$ cat src/sv/epr_pkg.sv
// Shared types and constants for the echo pulse ranging core.
package epr_pkg;

	localparam int TIME_W = 32;
	localparam int DIST_W = 16;
	localparam int CFG_DATA_W = 16;
	localparam int CFG_IDX_W = 2;
	localparam int PROD_W = TIME_W + CFG_DATA_W;

	localparam logic [CFG_IDX_W-1:0] CFG_MEDIAN_ENABLE = 2'd0;
	localparam logic [CFG_IDX_W-1:0] CFG_MAX_DISTANCE = 2'd1;
	localparam logic [CFG_IDX_W-1:0] CFG_SCALE = 2'd2;

	localparam logic [DIST_W-1:0] MAX_DISTANCE_RST = 16'd5000;
	localparam logic [CFG_DATA_W-1:0] SCALE_RST = 16'd11141;

	localparam int QUEUE_DEPTH = 4;
	localparam int QUEUE_AW = 2;

	typedef struct packed {
		logic median_enable;
		logic [DIST_W-1:0] max_distance_mm;
		logic [CFG_DATA_W-1:0] scale_q16;
	} cfg_t;

endpackage

$ cat src/sv/echo_pulse_range_median_core.sv
// Echo pulse ranging core: rising-edge transfers store a timestamp, and each
// falling-edge transfer yields one result with the echo width (mod 2^32), the
// distance (width * scale_q16 >> 16, saturated to 65535) and, in median mode,
// the median of the last WINDOW_DEPTH distances clamped to max_distance_mm.
// One edge is accepted per cycle unless the queue is full. A falling edge's
// width passes the queue, then the multiplier stage, then median and result
// register; a four-entry queue lets input keep flowing while the output stalls.
// Configuration is to be written only while the core is idle (not enforced).
module echo_pulse_range_median_core #(
	parameter int WINDOW_DEPTH = 3
) (
	input logic clk,
	input logic arst_n,
	input logic cfg_we,
	input logic [epr_pkg::CFG_IDX_W-1:0] cfg_index,
	input logic [epr_pkg::CFG_DATA_W-1:0] cfg_data,
	input logic in_valid,
	output logic in_stall,
	input logic [epr_pkg::TIME_W-1:0] edge_time_us,
	input logic edge_level,
	output logic out_valid,
	input logic out_stall,
	output logic [epr_pkg::DIST_W-1:0] distance_mm,
	output logic [epr_pkg::TIME_W-1:0] echo_width_us,
	output logic clamped
);
	import epr_pkg::*;

	cfg_t cfg_q;
	logic q_full;
	logic q_empty;
	logic q_push;
	logic q_pop;
	logic [TIME_W-1:0] q_wdata;
	logic [TIME_W-1:0] q_rdata;

	always_ff @(posedge clk or negedge arst_n) begin
		if (!arst_n) begin
			cfg_q.median_enable <= 1'b0;
			cfg_q.max_distance_mm <= MAX_DISTANCE_RST;
			cfg_q.scale_q16 <= SCALE_RST;
		end else if (cfg_we) begin
			unique case (cfg_index)
				CFG_MEDIAN_ENABLE: cfg_q.median_enable <= cfg_data[0];
				CFG_MAX_DISTANCE: cfg_q.max_distance_mm <= cfg_data;
				CFG_SCALE: cfg_q.scale_q16 <= cfg_data;
				default: ;
			endcase
		end
	end

	epr_front u_front (
		.clk(clk),
		.arst_n(arst_n),
		.in_valid(in_valid),
		.in_stall(in_stall),
		.edge_time_us(edge_time_us),
		.edge_level(edge_level),
		.q_full(q_full),
		.q_push(q_push),
		.q_wdata(q_wdata)
	);

	epr_queue u_queue (
		.clk(clk),
		.arst_n(arst_n),
		.push(q_push),
		.wdata(q_wdata),
		.full(q_full),
		.pop(q_pop),
		.rdata(q_rdata),
		.empty(q_empty)
	);

	epr_back #(
		.WINDOW_DEPTH(WINDOW_DEPTH)
	) u_back (
		.clk(clk),
		.arst_n(arst_n),
		.cfg(cfg_q),
		.q_empty(q_empty),
		.q_rdata(q_rdata),
		.q_pop(q_pop),
		.out_valid(out_valid),
		.out_stall(out_stall),
		.distance_mm(distance_mm),
		.echo_width_us(echo_width_us),
		.clamped(clamped)
	);

endmodule

$ cat src/sv/epr_front.sv
// Front end: takes edge transfers, keeps the rise stamp, queues echo widths.
module epr_front (
	input logic clk,
	input logic arst_n,
	input logic in_valid,
	output logic in_stall,
	input logic [epr_pkg::TIME_W-1:0] edge_time_us,
	input logic edge_level,
	input logic q_full,
	output logic q_push,
	output logic [epr_pkg::TIME_W-1:0] q_wdata
);
	import epr_pkg::*;

	logic [TIME_W-1:0] rise_stamp_q;
	logic accept;

	assign in_stall = q_full;
	assign accept = in_valid && !q_full;
	assign q_push = accept && !edge_level;
	// width modulo 2^32
	assign q_wdata = edge_time_us - rise_stamp_q;

	always_ff @(posedge clk or negedge arst_n) begin
		if (!arst_n) begin
			rise_stamp_q <= '0;
		end else if (accept && edge_level) begin
			rise_stamp_q <= edge_time_us;
		end
	end

endmodule

$ cat src/sv/epr_queue.sv
// Small FIFO of echo widths between front and back end.
module epr_queue (
	input logic clk,
	input logic arst_n,
	input logic push,
	input logic [epr_pkg::TIME_W-1:0] wdata,
	output logic full,
	input logic pop,
	output logic [epr_pkg::TIME_W-1:0] rdata,
	output logic empty
);
	import epr_pkg::*;

	logic [TIME_W-1:0] entries_q [QUEUE_DEPTH];
	logic [QUEUE_AW-1:0] wr_ptr_q;
	logic [QUEUE_AW-1:0] rd_ptr_q;
	logic [QUEUE_AW:0] count_q;

	assign full = (count_q == (QUEUE_AW+1)'(QUEUE_DEPTH));
	assign empty = (count_q == '0);
	assign rdata = entries_q[rd_ptr_q];

	always_ff @(posedge clk) begin
		if (push) begin
			entries_q[wr_ptr_q] <= wdata;
		end
	end

	always_ff @(posedge clk or negedge arst_n) begin
		if (!arst_n) begin
			wr_ptr_q <= '0;
			rd_ptr_q <= '0;
			count_q <= '0;
		end else begin
			if (push) begin
				wr_ptr_q <= wr_ptr_q + QUEUE_AW'(1);
			end
			if (pop) begin
				rd_ptr_q <= rd_ptr_q + QUEUE_AW'(1);
			end
			if (push && !pop) begin
				count_q <= count_q + (QUEUE_AW+1)'(1);
			end else if (pop && !push) begin
				count_q <= count_q - (QUEUE_AW+1)'(1);
			end
		end
	end

endmodule

$ cat src/sv/epr_back.sv
// Back end: scales widths to distance, runs the median ring, holds the result register.
module epr_back #(
	parameter int WINDOW_DEPTH = 3
) (
	input logic clk,
	input logic arst_n,
	input epr_pkg::cfg_t cfg,
	input logic q_empty,
	input logic [epr_pkg::TIME_W-1:0] q_rdata,
	output logic q_pop,
	output logic out_valid,
	input logic out_stall,
	output logic [epr_pkg::DIST_W-1:0] distance_mm,
	output logic [epr_pkg::TIME_W-1:0] echo_width_us,
	output logic clamped
);
	import epr_pkg::*;

	localparam int PTR_W = $clog2(WINDOW_DEPTH);
	localparam int MID = WINDOW_DEPTH / 2;
	localparam logic [PTR_W-1:0] PTR_LAST = PTR_W'(WINDOW_DEPTH - 1);

	logic v_s1;
	logic [TIME_W-1:0] width_s1;
	logic [PROD_W-1:0] prod_s1;

	logic out_valid_q;
	logic [DIST_W-1:0] distance_q;
	logic [TIME_W-1:0] width_q;
	logic clamped_q;

	logic [DIST_W-1:0] ring_q [WINDOW_DEPTH];
	logic [PTR_W-1:0] ptr_q;
	logic [PTR_W-1:0] ptr_eff;

	logic adv;
	logic xfer;
	logic [DIST_W-1:0] dist_raw;
	logic [DIST_W-1:0] win [WINDOW_DEPTH];
	logic [PTR_W-1:0] rank [WINDOW_DEPTH];
	logic [DIST_W-1:0] med;
	logic [DIST_W-1:0] dist_next;
	logic clamped_next;

	assign adv = !out_valid_q || !out_stall;
	assign q_pop = !q_empty && (!v_s1 || adv);
	assign xfer = v_s1 && adv;

	always_ff @(posedge clk or negedge arst_n) begin
		if (!arst_n) begin
			v_s1 <= 1'b0;
		end else if (!v_s1 || adv) begin
			v_s1 <= !q_empty;
		end
	end

	always_ff @(posedge clk) begin
		if (q_pop) begin
			width_s1 <= q_rdata;
			prod_s1 <= {{CFG_DATA_W{1'b0}}, q_rdata} * {{TIME_W{1'b0}}, cfg.scale_q16};
		end
	end

	// Q16 product back to mm, saturating
	assign dist_raw = (|prod_s1[PROD_W-1:TIME_W]) ? {DIST_W{1'b1}} : prod_s1[TIME_W-1:DIST_W];
	assign ptr_eff = (ptr_q > PTR_LAST) ? '0 : ptr_q;

	always_comb begin
		for (int i = 0; i < WINDOW_DEPTH; i++) begin
			win[i] = (ptr_eff == PTR_W'(i)) ? dist_raw : ring_q[i];
		end
	end

	// stable rank of each entry; the entry of middle rank is the median
	always_comb begin
		med = '0;
		for (int i = 0; i < WINDOW_DEPTH; i++) begin
			rank[i] = '0;
			for (int j = 0; j < WINDOW_DEPTH; j++) begin
				if ((win[j] < win[i]) || ((win[j] == win[i]) && (j < i))) begin
					rank[i] = rank[i] + PTR_W'(1);
				end
			end
		end
		for (int i = 0; i < WINDOW_DEPTH; i++) begin
			if (rank[i] == PTR_W'(MID)) begin
				med = win[i];
			end
		end
	end

	always_comb begin
		dist_next = dist_raw;
		clamped_next = 1'b0;
		if (cfg.median_enable) begin
			if (med < cfg.max_distance_mm) begin
				dist_next = med;
			end else begin
				dist_next = cfg.max_distance_mm;
				clamped_next = 1'b1;
			end
		end
	end

	always_ff @(posedge clk or negedge arst_n) begin
		if (!arst_n) begin
			out_valid_q <= 1'b0;
			ptr_q <= PTR_W'(1);
			for (int i = 0; i < WINDOW_DEPTH; i++) begin
				ring_q[i] <= '0;
			end
		end else begin
			if (adv) begin
				out_valid_q <= v_s1;
			end
			if (xfer && cfg.median_enable) begin
				ring_q[ptr_eff] <= dist_raw;
				ptr_q <= (ptr_eff == PTR_LAST) ? '0 : ptr_eff + PTR_W'(1);
			end
		end
	end

	always_ff @(posedge clk) begin
		if (xfer) begin
			distance_q <= dist_next;
			width_q <= width_s1;
			clamped_q <= clamped_next;
		end
	end

	assign out_valid = out_valid_q;
	assign distance_mm = distance_q;
	assign echo_width_us = width_q;
	assign clamped = clamped_q;

endmodule

$ cat config.mk
export PLATFORM = sky130hd
export DESIGN_NAME = echo_pulse_range_median_core
export DESIGN_NICKNAME = d
export VERILOG_FILES = /design/src/sv/epr_pkg.sv /design/src/sv/echo_pulse_range_median_core.sv /design/src/sv/epr_front.sv /design/src/sv/epr_queue.sv /design/src/sv/epr_back.sv
export SDC_FILE = /design/constraint.sdc
export NUM_CORES = 2
export LEC_CHECK = 0
export ABC_AREA = 1
export BUFFER_PORTS_ARGS = -buffer_cell sky130_fd_sc_hd__clkbuf_2
export CELL_PAD_IN_SITES_DETAIL_PLACEMENT = 1
export CELL_PAD_IN_SITES_GLOBAL_PLACEMENT = 1
export CORE_AREA = 2 2 266 242
export DETAILED_ROUTE_END_ITERATION = 8
export DIE_AREA = 0 0 268 244
export PLACE_DENSITY = 0.87
export SETUP_SLACK_MARGIN = 0.4
export SLEW_MARGIN = 20
export SYNTH_ARGS = -nofsm -noshare
export SYNTH_HDL_FRONTEND = slang
export SYNTH_SLANG_ARGS = --single-unit
$ cat constraint.sdc
create_clock -name clk -period 10.9 [get_ports clk]
set_clock_uncertainty 0.05 [all_clocks]
set_input_delay 2.18 -clock clk [delete_from_list [all_inputs] [get_ports clk]]
set_output_delay 2.18 -clock clk [all_outputs]
set_load 0.02 [all_outputs]
# Word-level counts from Yosys, hierarchy flattened
# Memory sizes are Yosys's and may differ from the RTL's.
# Index checks and enable logic that the tools add are counted.
# op_classes
n_lt_le_gt_ge	13
multipliers	1
muxes	28
addsub	12
bitwise	1
n_eq_ne	11
reduce_logical	30
# op_table
operator	count
< comparator 16 bit	10
2-to-1 mux 16 bit	10
bitwise mux 48 bit	1
== test 16 bit	3
multiplier 32 x 16 -> 48 bit	1
demux 16 bit (select 2 bit)	1
subtractor 32 bit	1
2-to-1 mux 2 bit	8
OR reduction 16 bit	1
adder 2 x 1 -> 2 bit (second input constant)	6
== test 2 x 1 -> 1 bit (second input constant)	5
logical AND 1 bit	9
logical NOT 1 bit	8
adder 1 x 1 -> 2 bit (second input constant)	3
2-to-1 mux 1 bit	6
2-to-1 mux 3 bit	2
AND reduction 2 bit	3
logical OR 1 bit	5
== test 2 bit (second input constant)	2
logical NOT 2 bit	2
adder 3 x 1 -> 3 bit (second input constant)	1
== test 3 bit (second input constant)	1
>= comparator 3 bit (second input constant)	1
logical NOT 3 bit	1
5 further kinds	5
# totals
mem_count	1
regBits	253
out_inout_bits	51
input_bits	56
mem_bits_rw	128
# memory_table
memory	depth	word_bits	read_ports	rd_ports_with_merged_regs	write_ports	line_no	text
u_queue.entries_q	4	32	1	0	1	epr_queue.sv:14	logic [TIME_W-1:0] entries_q [QUEUE_DEPTH];

# Depth between registers and ports, before layout
# logic_depth
depth_word	17
ltp_mapped	40
ltp_nobuf	37

# Modules after synthesis
# Synthesis repeated with hierarchy kept, for this count alone.
# unflattened
cells_unflattened	4239
hier_area_um2	35516.6
# modules_own_cells
mod	cells_per_inst	instances	area_per_inst_um2	seq_area_each_um2
epr_back	3028	1	24725.0	4695.8
epr_queue	421	1	5454.0	4018.9
epr_front	640	1	3669.8	800.8
echo_pulse_range_median_core	150	1	1667.8	840.8

# Worst setup path before layout
# OpenSTA, ideal clock, no wires.
# synth_path
kind	reg-to-reg
startpoint	register u_queue.rd_ptr_q[0]
endpoint	register u_back.prod_s1[45] (data pin)
path_stages_with_launch	29
setup_ns	0.265
slack_ns	4.221
t_required_ns	10.585
synth_period_minus_slack_ns	6.679
arrival_time_ns	6.364
cell_sequence	dfrtp_1 inv_1 buf_4 clkbuf_1 nand2_1 nand3_1 nand2_1 inv_1 clkbuf_1 nand2_1 fa_1 fa_1 fa_1 inv_1 fa_1 fa_1 inv_1 fa_1 inv_1 ha_1 clkbuf_1 nand2_1 nor4_1 nand2_1 o211ai_1 nand3_1 nand3_1 a41oi_1 xor2_1
# synth_via
elab_chain_len	2
# synth_rtl
element	line_no	text
from (decl)	epr_queue.sv:16	logic [QUEUE_AW-1:0] rd_ptr_q;
from (signal assigned)	epr_queue.sv:39	rd_ptr_q <= rd_ptr_q + QUEUE_AW'(1);
memory read (4 x 32 bit)	--	
net q_rdata[16]	echo_pulse_range_median_core.sv:35	logic [TIME_W-1:0] q_rdata;
multiplier 32 x 16 -> 48 bit	epr_back.sv:60	prod_s1 <= {{CFG_DATA_W{1'b0}}, q_rdata} * {{TIME_W{1'b0}}, cfg.scale_q16};
to (signal assigned)	epr_back.sv:60	
to (decl)	epr_back.sv:25	logic [PROD_W-1:0] prod_s1;
# The timed path passes the listed nets, and every way through them passes these cells.
# A chain may end at the register's enable or synchronous reset.

# Worst setup path after layout
# layout_path
startpoint	register u_queue.rd_ptr_q[0]
endpoint	register u_back.prod_s1[45] (data pin)
# layout_via
elab_chain_len	2
# layout_rtl
element	line_no
memory read (4 x 32 bit)	--
multiplier 32 x 16 -> 48 bit	epr_back.sv:60
# Every way passes these cells.

==> impl_results.md <==
* Status: completed
* Sinks on Clock Net at 365
* Resized Gates After CTS at 0
* Vias in the first global route at 30,757
* Top-Level Pins at 107
* Ratio of final minimum period to clock period at 83.64%
* Final hold violation count at 0
* Met3 routed WL at 8795 um
* Source-to-sink clock delay at the later pin of the worst-skew pair at 0.62 ns
* DRT Pass-1 Iters at 6
* Number of buffers inserted for hold repair after clock tree synthesis at 0
* Total number of vias at 27,304
* Top cells by area in the synthesized netlist: sky130_fd_sc_hd__fa_1, sky130_fd_sc_hd__edfxtp_1, sky130_fd_sc_hd__nand2_1
* Maximum capacitance violations at 0
* Std-Cell Core Area at 62,370 um2
* Final Max Tran Viols at 0
* Detailed-route wire length per cell at 23.33 um
* DIE AREA at 65,390 um2
* Number of antenna violations at the first check in global routing at 2
* Total DRC errors in the routed layout at 0
* Number of distinct library cells after synthesis at 47
* Post-synthesis cell count at 3,827
* Syn_nets at 4,521
* Width of the chip at 268 um
* Post-synthesis to final-layout area growth at 8.107%
* Register area share after synthesis at 30.91%
* Met1 routed wirelength after detailed routing at 41,530 um
* Height of the die at 244 um
* Diodes inserted at 0
* Overall routing resource usage at 34.79%
* Slew HR at 23.53%
* Global-route wire length before repair at 172,900 um
* Uppermost layer routed: met5
* Min-Delay Path Class: reg -> reg
* Global route total overflow at 0
* CTS Root Cell: sky130_fd_sc_hd__clkbuf_16
* Setup Crit Path Kind: reg -> reg
* TritonCTS clock tree: done
* Global placer's final weighted congestion at 0.9097
* Iteration-0 DRC Markers at 2,328
* Starting density of the core at 53.72%
* Maximum number of pins on one net before global-route repair at 68
* Yosys warns at 0
* Deepest clock path buffer count at 3
* Net count of the finished layout at 4,541
* Synthesized area per cell at 8.755 um2
* Final min period at 9.116 ns
* Slew at the pin with the worst max-slew slack at 1.140 ns
* Endpoint type of the worst setup path: register
* Critical Path Start Type: register
* H-tree depth at 2
* Number of placement rows at 87
* Met2 routed WL at 54,000 um
* Top-area cell type share of the netlist area at 25.04%
* Cell type contributing the most total cell area after synthesis: sky130_fd_sc_hd__fa_1
* Share of final-layout standard cells stronger than drive strength 1 at 6.749%
* Most frequent cells in the layout: sky130_fd_sc_hd__nand2_1, sky130_fd_sc_hd__inv_1, sky130_fd_sc_hd__fa_1
* Number of port buffers at 106
* HPWL reported at the end of detailed placement at 82,750 um
* Synthesis-stage register bit count at 365
* Peak fanout along the critical path at 66
* Post-CTS clock slew at the launch and capture registers of the worst setup and hold paths at 0.06 ns
* Final number of setup-violating endpoints at 0
* Post-Route WL at 110,300 um
* Count of buffers added by post-CTS timing repair for setup at 0
* Unrepaired setup endpoints after global routing: no
* Setup tns final at 0 ns
* Post-synthesis instance area at 33,500 um2
* Number of buffers inserted during clock tree synthesis at 43
* Worst EP required at 11.20 ns
* Maximum clock frequency at 0.1097 GHz
* Post-DR vias/cell at 5.776
* WP data arrival at 9.42 ns
* Final antenna-violating net count at 0
* Leading cell type in the layout, fill and taps excluded: sky130_fd_sc_hd__nand2_1
[critical path, stage by stage (launching register included)]
cell,delay [ns]
sky130_fd_sc_hd__dfrtp_2,0.35
sky130_fd_sc_hd__buf_4,0.55
sky130_fd_sc_hd__clkinv_1,0.71
sky130_fd_sc_hd__buf_4,0.51
sky130_fd_sc_hd__nand2_1,0.16
sky130_fd_sc_hd__nand3_1,0.11
sky130_fd_sc_hd__nand2_1,0.32
sky130_fd_sc_hd__inv_1,0.36
sky130_fd_sc_hd__nand2_1,0.21
sky130_fd_sc_hd__fa_1,0.47
sky130_fd_sc_hd__fa_1,0.53
sky130_fd_sc_hd__fa_1,0.53
sky130_fd_sc_hd__inv_1,0.06
sky130_fd_sc_hd__fa_1,0.50
sky130_fd_sc_hd__fa_1,0.50
sky130_fd_sc_hd__inv_1,0.05
sky130_fd_sc_hd__fa_1,0.49
sky130_fd_sc_hd__inv_1,0.05
sky130_fd_sc_hd__ha_1,0.42
sky130_fd_sc_hd__nand2_1,0.16
sky130_fd_sc_hd__nor4_1,0.52
sky130_fd_sc_hd__nand2_1,0.15
sky130_fd_sc_hd__o211ai_1,0.42
sky130_fd_sc_hd__nand3_1,0.13
sky130_fd_sc_hd__nand3_1,0.18
sky130_fd_sc_hd__a41oi_1,0.16
sky130_fd_sc_hd__xor2_1,0.17
[area by class of cell]
cell class,count,area [um2]
Sequential cell,365,10360
Clock buffer,54,1210
Clock inverter,26,311.5
Tap cell,845,1057
Inverter,771,2894
Fill cell,7331,26150
Timing Repair Buffer,131,724.4
Multi-Input combinational cell,2535,19670
[per-layer routing]
metal | GRT usage (%) | vias up
met5 | 0 | -
met4 | 17.52 | 2
met3 | 7.341 | 373
met2 | 59.16 | 1239
met1 | 41.84 | 13897
li1 | - | 11793
[cell usage after synthesis, drive strengths merged]
library cell and n:
nand2 869, inv 756, fa 419, nor2 353, edfxtp 241, ha 219
o21ai 216, a21oi 149, clkbuf 138, nand3 128, dfrtp 111, xor2 42
xnor2 26, buf 18, or2 16, clkinv 15, a31oi 14, nor3 14
dfstp 13, a21o 12, o21a 11, a21boi 7, nand4 7, a211oi 6
o221ai 6, nor4 5, a2111oi 3, o211ai 3, a41oi 2, and2 2
mux2 2, and3 1, o2111ai 1, o221a 1, o31ai 1
[worst paths after layout]
kind,from,end,slack [ns],cells after the start
worst max-delay path,u_queue.rd_ptr_q[0],u_back.prod_s1[45],1.78,26
worst min-delay path,u_back.width_s1[1],u_back.echo_width_us[1],0.37,0
worst max register to register,u_queue.rd_ptr_q[0],u_back.prod_s1[45],1.78,26
worst min register to register,u_back.width_s1[1],u_back.echo_width_us[1],0.37,0
max in group asynchronous,arst_n,u_back.ring_q[7],7.88,2
min in group asynchronous,arst_n,u_front.rise_stamp_q[23],1.51,1
[metrics by stage]
stage	instances	util, %	instance area, um2	worst slack, ns	hold WS [ns]
5_1_grt	4727	58.07	36220	1.347	0.3746
6_report	4727	58.07	36220	1.784	0.3702
2_1_floorplan	3827	-	33500	4.221	0.3503
3_5_place_dp	4647	55.62	34690	2.105	0.3571
4_1_cts	4727	58.06	36220	1.948	0.3715
3_3_place_gp	4647	55.62	34690	2.566	0.3505
[cells by family after synthesis]
kind of cell / Yosys count / synth area share, %
AND/OR/NAND/NOR: 1395 / 16.53
buffers and inverters: 927 / 10.47
adder cells (fa/ha/maj): 638 / 33.21
AO/OA/AOI/OAI: 432 / 7.024
flip-flops: 365 / 30.91
XOR/XNOR: 68 / 1.778
multiplexers: 2 / 0.06721
[state kept, by name (all words and copies together) (netlist names), 3 cells and up]
name                  count
u_back.echo_width_us     32
u_back.prod_s1           32
u_front.rise_stamp_q     32
u_back.distance_mm       16
u_back.ring_q            48
u_queue.count_q           3
u_back.width_s1          32
cfg_q                    33
u_queue.entries_q       128
Power is left out: the tool's default activity adds up to more than one toggle a clock period on the data nets, which glitch-free logic cannot reach.
